$ cat config.mk
export PLATFORM = sky130hd
export DESIGN_NAME = sorted_list_queue
export DESIGN_NICKNAME = d
export VERILOG_FILES = /design/src/hw/rtl/slq_pkg.sv /design/src/hw/rtl/slq_cell.sv /design/src/hw/rtl/sorted_list_queue.sv
export VERILOG_INCLUDE_DIRS = /design/src /design/src/hw/rtl
export SDC_FILE = /design/constraint.sdc
export NUM_CORES = 2
export LEC_CHECK = 0
export BUFFER_PORTS_ARGS = -buffer_cell sky130_fd_sc_hd__buf_2
export CORE_MARGIN = 3
export CORE_UTILIZATION = 55
export DETAILED_ROUTE_END_ITERATION = 12
export PLACE_DENSITY = 0.72
export SETUP_SLACK_MARGIN = 0.15
export SLEW_MARGIN = 20
export SYNTH_ARGS = -nofsm -noshare
export SYNTH_HDL_FRONTEND = slang
export SYNTH_SLANG_ARGS = --single-unit
$ cat constraint.sdc
create_clock -name clk_i -period 9.27 [get_ports clk_i]
set_clock_uncertainty 0.05 [all_clocks]
set_input_delay 0 -clock clk_i [delete_from_list [all_inputs] [get_ports clk_i]]
set_output_delay 0 -clock clk_i [all_outputs]
set_load 0.01 [all_outputs]
$ cat src/hw/rtl/assert_macros.svh
// Assertion macros shared by the sorted list queue RTL.
// Included by bare file name; it depends on nothing else.
`ifndef ASSERT_MACROS_SVH
`define ASSERT_MACROS_SVH

`ifndef SYNTHESIS

// Checks that a property holds at every rising clock edge outside reset.
`define SLQ_ASSERT(lbl, clk, rstn, prop) \
  lbl: assert property (@(posedge clk) disable iff (!rstn) (prop)) \
    else $error("sorted list queue check failed");

// Checks that a consequent holds in the same cycle as its antecedent.
`define SLQ_ASSERT_IMPL(lbl, clk, rstn, ante, cons) \
  lbl: assert property (@(posedge clk) disable iff (!rstn) (ante) |-> (cons)) \
    else $error("sorted list queue implication failed");

// Checks that a consequent holds in the cycle after its antecedent.
`define SLQ_ASSERT_NEXT(lbl, clk, rstn, ante, cons) \
  lbl: assert property (@(posedge clk) disable iff (!rstn) (ante) |=> (cons)) \
    else $error("sorted list queue next-cycle check failed");

`else

`define SLQ_ASSERT(lbl, clk, rstn, prop)
`define SLQ_ASSERT_IMPL(lbl, clk, rstn, ante, cons)
`define SLQ_ASSERT_NEXT(lbl, clk, rstn, ante, cons)

`endif

`endif

$ cat src/hw/rtl/slq_pkg.sv
// Shared types and constants of the sorted list queue.
// Used by slq_cell, sorted_list_queue and the testbench; it depends on nothing else.
`default_nettype none

package slq_pkg;

  // Field widths fixed by the word format.
  localparam int VAL_W    = 32;
  localparam int COUNT_W  = 5;
  localparam int STATUS_W = 2;

  // Operation codes.
  localparam logic OP_INSERT = 1'b0;
  localparam logic OP_REMOVE = 1'b1;

  // Status codes.
  localparam logic [STATUS_W-1:0] ST_OK         = STATUS_W'(0);
  localparam logic [STATUS_W-1:0] ST_FULL       = STATUS_W'(1);
  localparam logic [STATUS_W-1:0] ST_EMPTY_POP  = STATUS_W'(2);

  // Control broadcast from the top level to every cell of the row.
  typedef struct packed {
    logic                    en;
    logic                    remove;
    logic signed [VAL_W-1:0] value;
  } slq_ctrl_t;

endpackage

`default_nettype wire

$ cat src/hw/rtl/slq_cell.sv
// One cell of the sorted row: holds a single entry and trades it with its neighbors.
// Depends on slq_pkg for the control struct and the value width.
`default_nettype none

module slq_cell (
  input  wire logic                            clk_i,
  input  wire slq_pkg::slq_ctrl_t              ctrl_i,
  input  wire logic                            occ_i,
  input  wire logic                            left_occ_i,
  input  wire logic                            left_gt_i,
  input  wire logic signed [slq_pkg::VAL_W-1:0] left_entry_i,
  input  wire logic signed [slq_pkg::VAL_W-1:0] right_entry_i,
  output logic                                 gt_o,
  output logic signed [slq_pkg::VAL_W-1:0]     entry_o
);

  logic signed [slq_pkg::VAL_W-1:0] entry_q;
  logic signed [slq_pkg::VAL_W-1:0] entry_d;

  // An occupied entry above the new value has to move up one place.
  assign gt_o    = occ_i && (entry_q > ctrl_i.value);
  assign entry_o = entry_q;

  // Next entry: shift down on removal; on insertion take the left neighbor,
  // the new value, or keep the current entry.
  always_comb begin
    entry_d = entry_q;
    if (ctrl_i.en) begin
      if (ctrl_i.remove) begin
        entry_d = right_entry_i;
      end else if (left_gt_i) begin
        entry_d = left_entry_i;
      end else if (gt_o || (!occ_i && left_occ_i)) begin
        entry_d = ctrl_i.value;
      end
    end
  end

  // The entry is payload and needs no reset.
  always_ff @(posedge clk_i) begin
    entry_q <= entry_d;
  end

endmodule

`default_nettype wire

$ cat src/hw/rtl/sorted_list_queue.sv
// Sorted list queue: each accepted word gives its result word in the next cycle.
// Throughput is one word per cycle unless the output stalls; every entry of the row
// updates in that cycle. The result sits in an output register, so a new word is taken
// whenever that register is empty or is being read in the same cycle.
// Reset clears the count and the output valid; the stored entries are not cleared.
// Depends on slq_pkg, slq_cell and assert_macros.svh.
`default_nettype none

`include "assert_macros.svh"

module sorted_list_queue #(
  parameter int DEPTH = 16
) (
  input  wire logic                                clk_i,
  input  wire logic                                rst_ni,
  input  wire logic                                in_valid_i,
  output logic                                     in_stall_o,
  input  wire logic                                operation_i,
  input  wire logic signed [slq_pkg::VAL_W-1:0]    value_i,
  output logic                                     out_valid_o,
  input  wire logic                                out_stall_i,
  output logic signed [slq_pkg::VAL_W-1:0]         smallest_o,
  output logic signed [slq_pkg::VAL_W-1:0]         largest_o,
  output logic [slq_pkg::COUNT_W-1:0]              count_o,
  output logic                                     empty_res_o,
  output logic [slq_pkg::STATUS_W-1:0]             status_o
);

  localparam int CNT_W = $clog2(DEPTH + 1);

  logic                                 accept;
  logic                                 full;
  logic                                 empty;
  logic [slq_pkg::STATUS_W-1:0]         status;
  slq_pkg::slq_ctrl_t                   ctrl;

  logic [CNT_W-1:0]                     cnt_q;
  logic [CNT_W-1:0]                     cnt_d;
  logic signed [slq_pkg::VAL_W-1:0]     largest_q;
  logic signed [slq_pkg::VAL_W-1:0]     largest_d;
  logic [CNT_W+slq_pkg::COUNT_W-1:0]    cnt_ext;

  logic                                 out_valid_q;
  logic signed [slq_pkg::VAL_W-1:0]     res_smallest_q;
  logic signed [slq_pkg::VAL_W-1:0]     res_largest_q;
  logic [slq_pkg::COUNT_W-1:0]          res_count_q;
  logic                                 res_empty_q;
  logic [slq_pkg::STATUS_W-1:0]         res_status_q;

  logic [DEPTH-1:0]                     occ;
  logic [DEPTH-1:0]                     gt;
  logic signed [slq_pkg::VAL_W-1:0]     ent [DEPTH];
  logic signed [slq_pkg::VAL_W-1:0]     ent_d0;

  // A word is taken whenever the result register is free or drains this cycle.
  assign in_stall_o = out_valid_q && out_stall_i;
  assign accept     = in_valid_i && !in_stall_o;

  assign full  = (cnt_q == CNT_W'(DEPTH));
  assign empty = (cnt_q == '0);

  // Status of the current word and the control sent along the row.
  always_comb begin
    status = slq_pkg::ST_OK;
    if (operation_i == slq_pkg::OP_INSERT && full) begin
      status = slq_pkg::ST_FULL;
    end else if (operation_i == slq_pkg::OP_REMOVE && empty) begin
      status = slq_pkg::ST_EMPTY_POP;
    end
    ctrl.en     = accept && (status == slq_pkg::ST_OK);
    ctrl.remove = (operation_i == slq_pkg::OP_REMOVE);
    ctrl.value  = value_i;
  end

  // Count and tracked largest entry.
  always_comb begin
    cnt_d     = cnt_q;
    largest_d = largest_q;
    if (ctrl.en) begin
      if (ctrl.remove) begin
        cnt_d = cnt_q - CNT_W'(1);
      end else begin
        cnt_d = cnt_q + CNT_W'(1);
        if (empty || (value_i >= largest_q)) begin
          largest_d = value_i;
        end
      end
    end
  end

  always_ff @(posedge clk_i or negedge rst_ni) begin
    if (!rst_ni) begin
      cnt_q <= '0;
    end else begin
      cnt_q <= cnt_d;
    end
  end

  always_ff @(posedge clk_i) begin
    largest_q <= largest_d;
  end

  // Row of cells; each cell learns whether its place is occupied.
  for (genvar g = 0; g < DEPTH; g++) begin : g_cell
    logic                             left_occ;
    logic                             left_gt;
    logic signed [slq_pkg::VAL_W-1:0] left_entry;
    logic signed [slq_pkg::VAL_W-1:0] right_entry;

    assign occ[g] = (cnt_q > CNT_W'(g));

    if (g == 0) begin : g_first
      assign left_occ   = 1'b1;
      assign left_gt    = 1'b0;
      assign left_entry = value_i;
    end else begin : g_inner
      assign left_occ   = occ[g-1];
      assign left_gt    = gt[g-1];
      assign left_entry = ent[g-1];
    end

    if (g == DEPTH - 1) begin : g_last
      assign right_entry = ent[g];
    end else begin : g_mid
      assign right_entry = ent[g+1];
    end

    slq_cell u_cell (
      .clk_i        (clk_i),
      .ctrl_i       (ctrl),
      .occ_i        (occ[g]),
      .left_occ_i   (left_occ),
      .left_gt_i    (left_gt),
      .left_entry_i (left_entry),
      .right_entry_i(right_entry),
      .gt_o         (gt[g]),
      .entry_o      (ent[g])
    );
  end

  // New first entry, as the first cell will hold it after this word.
  always_comb begin
    ent_d0 = ent[0];
    if (ctrl.en) begin
      if (ctrl.remove) begin
        ent_d0 = ent[1];
      end else if (empty || (value_i < ent[0])) begin
        ent_d0 = value_i;
      end
    end
  end

  // The count field carries the low bits of the count after this word.
  assign cnt_ext = {{slq_pkg::COUNT_W{1'b0}}, cnt_d};

  // Result register.
  always_ff @(posedge clk_i or negedge rst_ni) begin
    if (!rst_ni) begin
      out_valid_q <= 1'b0;
    end else if (accept) begin
      out_valid_q <= 1'b1;
    end else if (!out_stall_i) begin
      out_valid_q <= 1'b0;
    end
  end

  always_ff @(posedge clk_i) begin
    if (accept) begin
      res_smallest_q <= (cnt_d == '0) ? '0 : ent_d0;
      res_largest_q  <= (cnt_d == '0) ? '0 : largest_d;
      res_count_q    <= cnt_ext[slq_pkg::COUNT_W-1:0];
      res_empty_q    <= (cnt_d == '0);
      res_status_q   <= status;
    end
  end

  assign out_valid_o = out_valid_q;
  assign smallest_o  = res_smallest_q;
  assign largest_o   = res_largest_q;
  assign count_o     = res_count_q;
  assign empty_res_o = res_empty_q;
  assign status_o    = res_status_q;

  // The count never passes the capacity of the row.
  `SLQ_ASSERT(a_cnt_bound, clk_i, rst_ni, cnt_q <= CNT_W'(DEPTH))

  // A refused word leaves the count as it was.
  `SLQ_ASSERT_NEXT(a_refused_hold, clk_i, rst_ni,
                   accept && (status != slq_pkg::ST_OK), cnt_q == $past(cnt_q))

  // A non-empty result keeps its extremes in order.
  `SLQ_ASSERT_IMPL(a_order, clk_i, rst_ni, out_valid_q && !res_empty_q,
                   res_smallest_q <= res_largest_q)

  // A full refusal is only reported with the row full.
  `SLQ_ASSERT_IMPL(a_full_status, clk_i, rst_ni,
                   out_valid_q && (res_status_q == slq_pkg::ST_FULL), full)

endmodule

`default_nettype wire

==> metrics.md <==
| Metric | Value |
|---|---|
| Root buffer cell | `clkbuf_16` |
| Power share of the sequential group | `37.4%` |
| Fill count | `6,321` |
| Die footprint | `roughly 83,000 sq um` |
| Rel. slew slack | `8.01%` |
| Placed wire-length estimate | `91,000 um` |
| Drt via density | `6.33` |
| Tot GR Track Use | `roughly 30%` |
| Worst EP arrival | `5650 ps` |
| Max-slew violations | `0` |
| Fmax | `184 MHz` |
| Crit-path slowest cell | `inv_1` |
| Critical path buffers and inverters | `6` |
| CP max stage delay | `620 ps` |
| Multi-input gate area | `23,900 sq um` |
| Area leader, netlist | `edfxtp_1` |
| Mapped Nets | `4,969` |
| Sequential area share after synthesis | `between 40 and 50%` |
| Longest Clk Path Bufs | `3` |
| Clock slew seen by the registers of the worst setup and hold paths | `roughly 60 ps` |
| Logic pwr share | `39.7%` |
| Worst-Margin Slew | `1350 ps` |
| Mean Syn Cell Area | `between 9 and 10 sq um` |
| Via count | `34,708` |
| First-pass GRT wire length | `about 190,000 um` |
| Fin. Hold Viols | `0` |
| Placed insts | `5,318` |
| I/O Buffers | `110` |
| Net Sw Power | `about 4.6 mW` |
| Synthesized area | `43,600 sq um` |
| CP startpoint kind | `primary input` |
| Layout Cells excl Fill | `5,483` |
| # Max-Cap Violations | `0` |
| Initial antenna violation count | `1` |
| Critical Path Most Common Cell | `buf_4` |
| CP top delay family | `buffers and inverters` |
| Worst Path Max Fanout | `22` |
| Reg area | `18,300 sq um` |
| Number of global-route vias before repair | `33,979` |
| Top Ports | `111` |
| Core box area | `78,000 sq um` |
| Num CTS Buffers | `70` |
| Starting Density | `55.9%` |
| WL/cell | `22.4 um` |
| CP Class | `in -> reg` |
| Synth async-reset ratio | `less than 1%` |
| Antenna diodes | `0` |
| CTS tree | `done` |
| Ys flop type | `edfxtp_1` |
| CP cell instances | `dlygate4sd3_1 -> buf_2 -> buf_4 -> inv_1 -> ha_1 -> a21o_1 -> a221o_1 -> a221oi_1 -> o21ai_0 -> a2111oi_0 -> mux2_2 -> buf_4 -> a31oi_4 -> buf_4` |
| VDD IR-drop max | `0.200 mV` |
| Unique masters post-synth | `78` |
| 1st-iter DRT viols | `3,369` |
| Final worst setup slack | `3830 ps` |
| Fin crit period | `5440 ps` |
| CTS resizes | `0` |
| Status | `finished, final reports clean` |
| # nets final | `4,977` |
| RD Place Congestion | `approximately 0.98` |
| Clk_lat worst skew | `620 ps` |
| Fin util | `between 60 and 70%` |
| Std cell rows | `between 100 and 150` |
| Grt ovf | `0` |
| Critical Path Sink Type | `register` |
| WP data required | `between 9000 and 10,000 ps` |
| Sw frac | `between 30% and 40%` |
| Setup_tns | `0 ps` |
| Power Dens Cells | `253 nW/um^2` |
| # DRC | `0` |
| Internal power | `7.51 mW` |
| Largest net degree at the start of global routing | `130` |
| Final ANT Viol Nets | `0` |
| Synth Instances | `around 4,400` |
| Syn-to-layout area delta | `9.81%` |
| Sink Count | `approximately 620` |
| Clock power share | `22.9%` |
| Detailed Routing Iterations Pass 1 | `6` |
| Die width | `around 290 um` |
| Die height | `288 um` |
| Yosys warns | `0` |
| Post-synth top area share | `40.2%` |
| DP Worst Slack | `4000 ps` |
| Number of flops mapped to enable cells by yosys | `584` |
| Tightest Hold Check Type | `in -> reg` |
| Main area contributors after synthesis | `edfxtp_1 40%, ha_1 16%, mux2i_1 9.0%` |
| Layout cells sized above 1 | `9.00%` |
| H-tree levels | `3` |
| Number of synthesized register bits | `622` |
| P_leak | `19.9 nW` |
| RSZ-0062 raised after global routing | `false` |
| Endpoints failing setup | `0` |
| DRT Wirelength | `123,000 um` |
| Final period util | `58.7%` |
## what timing repair did
action	4_1_cts	5_1_grt
hold buffers	37	0
endpoints found under the hold margin	307	0
buffers inserted	0	0
## final timing paths
kind                                                         start                                 endpoint  slack [ps]  cells after the start
hold / removal                                         out_stall_i                       cnt_q[4]$_DFF_PN0_         200                      5
max in group asynchronous                                   rst_ni                       cnt_q[1]$_DFF_PN0_        8540                      3
setup / recovery                                       value_i[17]  g_cell[12].u_cell.entry_o[14]$_DFFE_PP_        3830                     14
setup reg to reg           g_cell[11].u_cell.entry_o[17]$_DFFE_PP_  g_cell[12].u_cell.entry_o[14]$_DFFE_PP_        4330                     10
min in group asynchronous                                   rst_ni                       cnt_q[4]$_DFF_PN0_         350                      3
hold reg to reg                              largest_q[12]$_DFF_P_                    largest_q[12]$_DFF_P_         450                      2
## cells in the mapped netlist, types with 11 or more instances
cell type / instances
nor2_1: 166
nor2b_1: 20
nor3_1: 18
mux2_2: 34
nand2_1: 699
o21ai_0: 513
clkbuf_1: 228
o211ai_1: 18
a21o_1: 53
a211oi_1: 22
o221ai_1: 35
ha_1: 548
and4_1: 17
inv_1: 130
nand2b_1: 12
a2111oi_0: 11
a2bb2oi_1: 33
mux2i_1: 391
a21oi_1: 277
buf_2: 50
nor4_1: 19
a2111oi_2: 24
dfxtp_1: 32
nand3_1: 107
o21a_1: 15
edfxtp_1: 584
a31oi_1: 19
a221oi_1: 11
nand4_1: 155
## cell type report
cell class                 instances  share of cell area, %
sequential                       622                   38.3
multi-input combinational       3337                   49.9
inverter                         131                   1.03
clock inverter                    30                  0.541
timing repair buffer             230                   3.47
clock buffer                      93                   4.10
tap                             1040                   2.72
## through the flow
step	hold slack, ps	area [sq um]	total power, mW
after floorplan	-346	43600	7.85
after global placement	-205	45100	9.13
after detailed placement	-197	45200	9.27
after CTS	155	47800	12.1
after global routing	229	47900	12.8
final	195	47900	12.1
## power by group through the flow
stage / logic (mW) / clock network [mW] / registers [mW]
floorplan: 3.47 / 0 / 4.38
global placement: 4.58 / 0 / 4.55
detailed placement: 4.71 / 0 / 4.57
CTS: 4.74 / 2.81 / 4.51
global route: 5.28 / 2.91 / 4.60
finish: 4.81 / 2.78 / 4.53
## flip-flops by register name, indices dropped and copies added, names as in the netlist
signal and flops:
cnt_q 5, count_o 5, empty_res_o 1, g_cell.u_cell.entry_o 512, largest_o 32, largest_q 32
out_valid_o 1, smallest_o 32, status_o 2
## worst min-delay path: cells and delay by family
family          cells  cell delay, ps
compound gates      2             310
simple gates        2             390
buf+inv             1              70
## layout by cell type (no fill, tap or decap), types with 15 or more instances in the layout
cell type and instances:
a2111oi_2 24, a211oi_1 21, a21o_1 53, a21oi_1 272, a2bb2oi_1 33, and4_1 17, buf_2 109, buf_4 77
clkbuf_16 73, dfxtp_1 32, dlygate4sd3_1 37, edfxtp_1 584, ha_1 548, inv_1 129, mux2_2 34, mux2i_1 387
nand2_1 699, nand3_1 107, nand4_1 155, nor2_1 162, nor2b_1 19, nor3_1 17, nor4_1 19, o211ai_1 18
o21a_1 15, o21ai_0 513, o221ai_1 35
## cell families after synthesis
kind of cell	Yosys count	share of synthesized area, %
AO/OA/AOI/OAI	1094	15.3
multiplexers	426	9.88
flip-flops	622	42.0
buffers and inverters	425	3.97
XOR/XNOR	6	0.121
adder cells (fa/ha/maj)	548	15.7
AND/OR/NAND/NOR	1263	13.0
## per-layer routing
| layer | wire, um | track usage, % | vias up |
|---|---|---|---|
| met5 | 0 | 0 | - |
| met4 | 5940 | 13.7 | 0 |
| met3 | 8710 | 3.56 | 290 |
| met2 | 58900 | 49.6 | 1448 |
| met1 | 49500 | 37.1 | 16512 |
| li1 | - | - | 16458 |
Note: power is estimated with default switching activity, not from simulation.
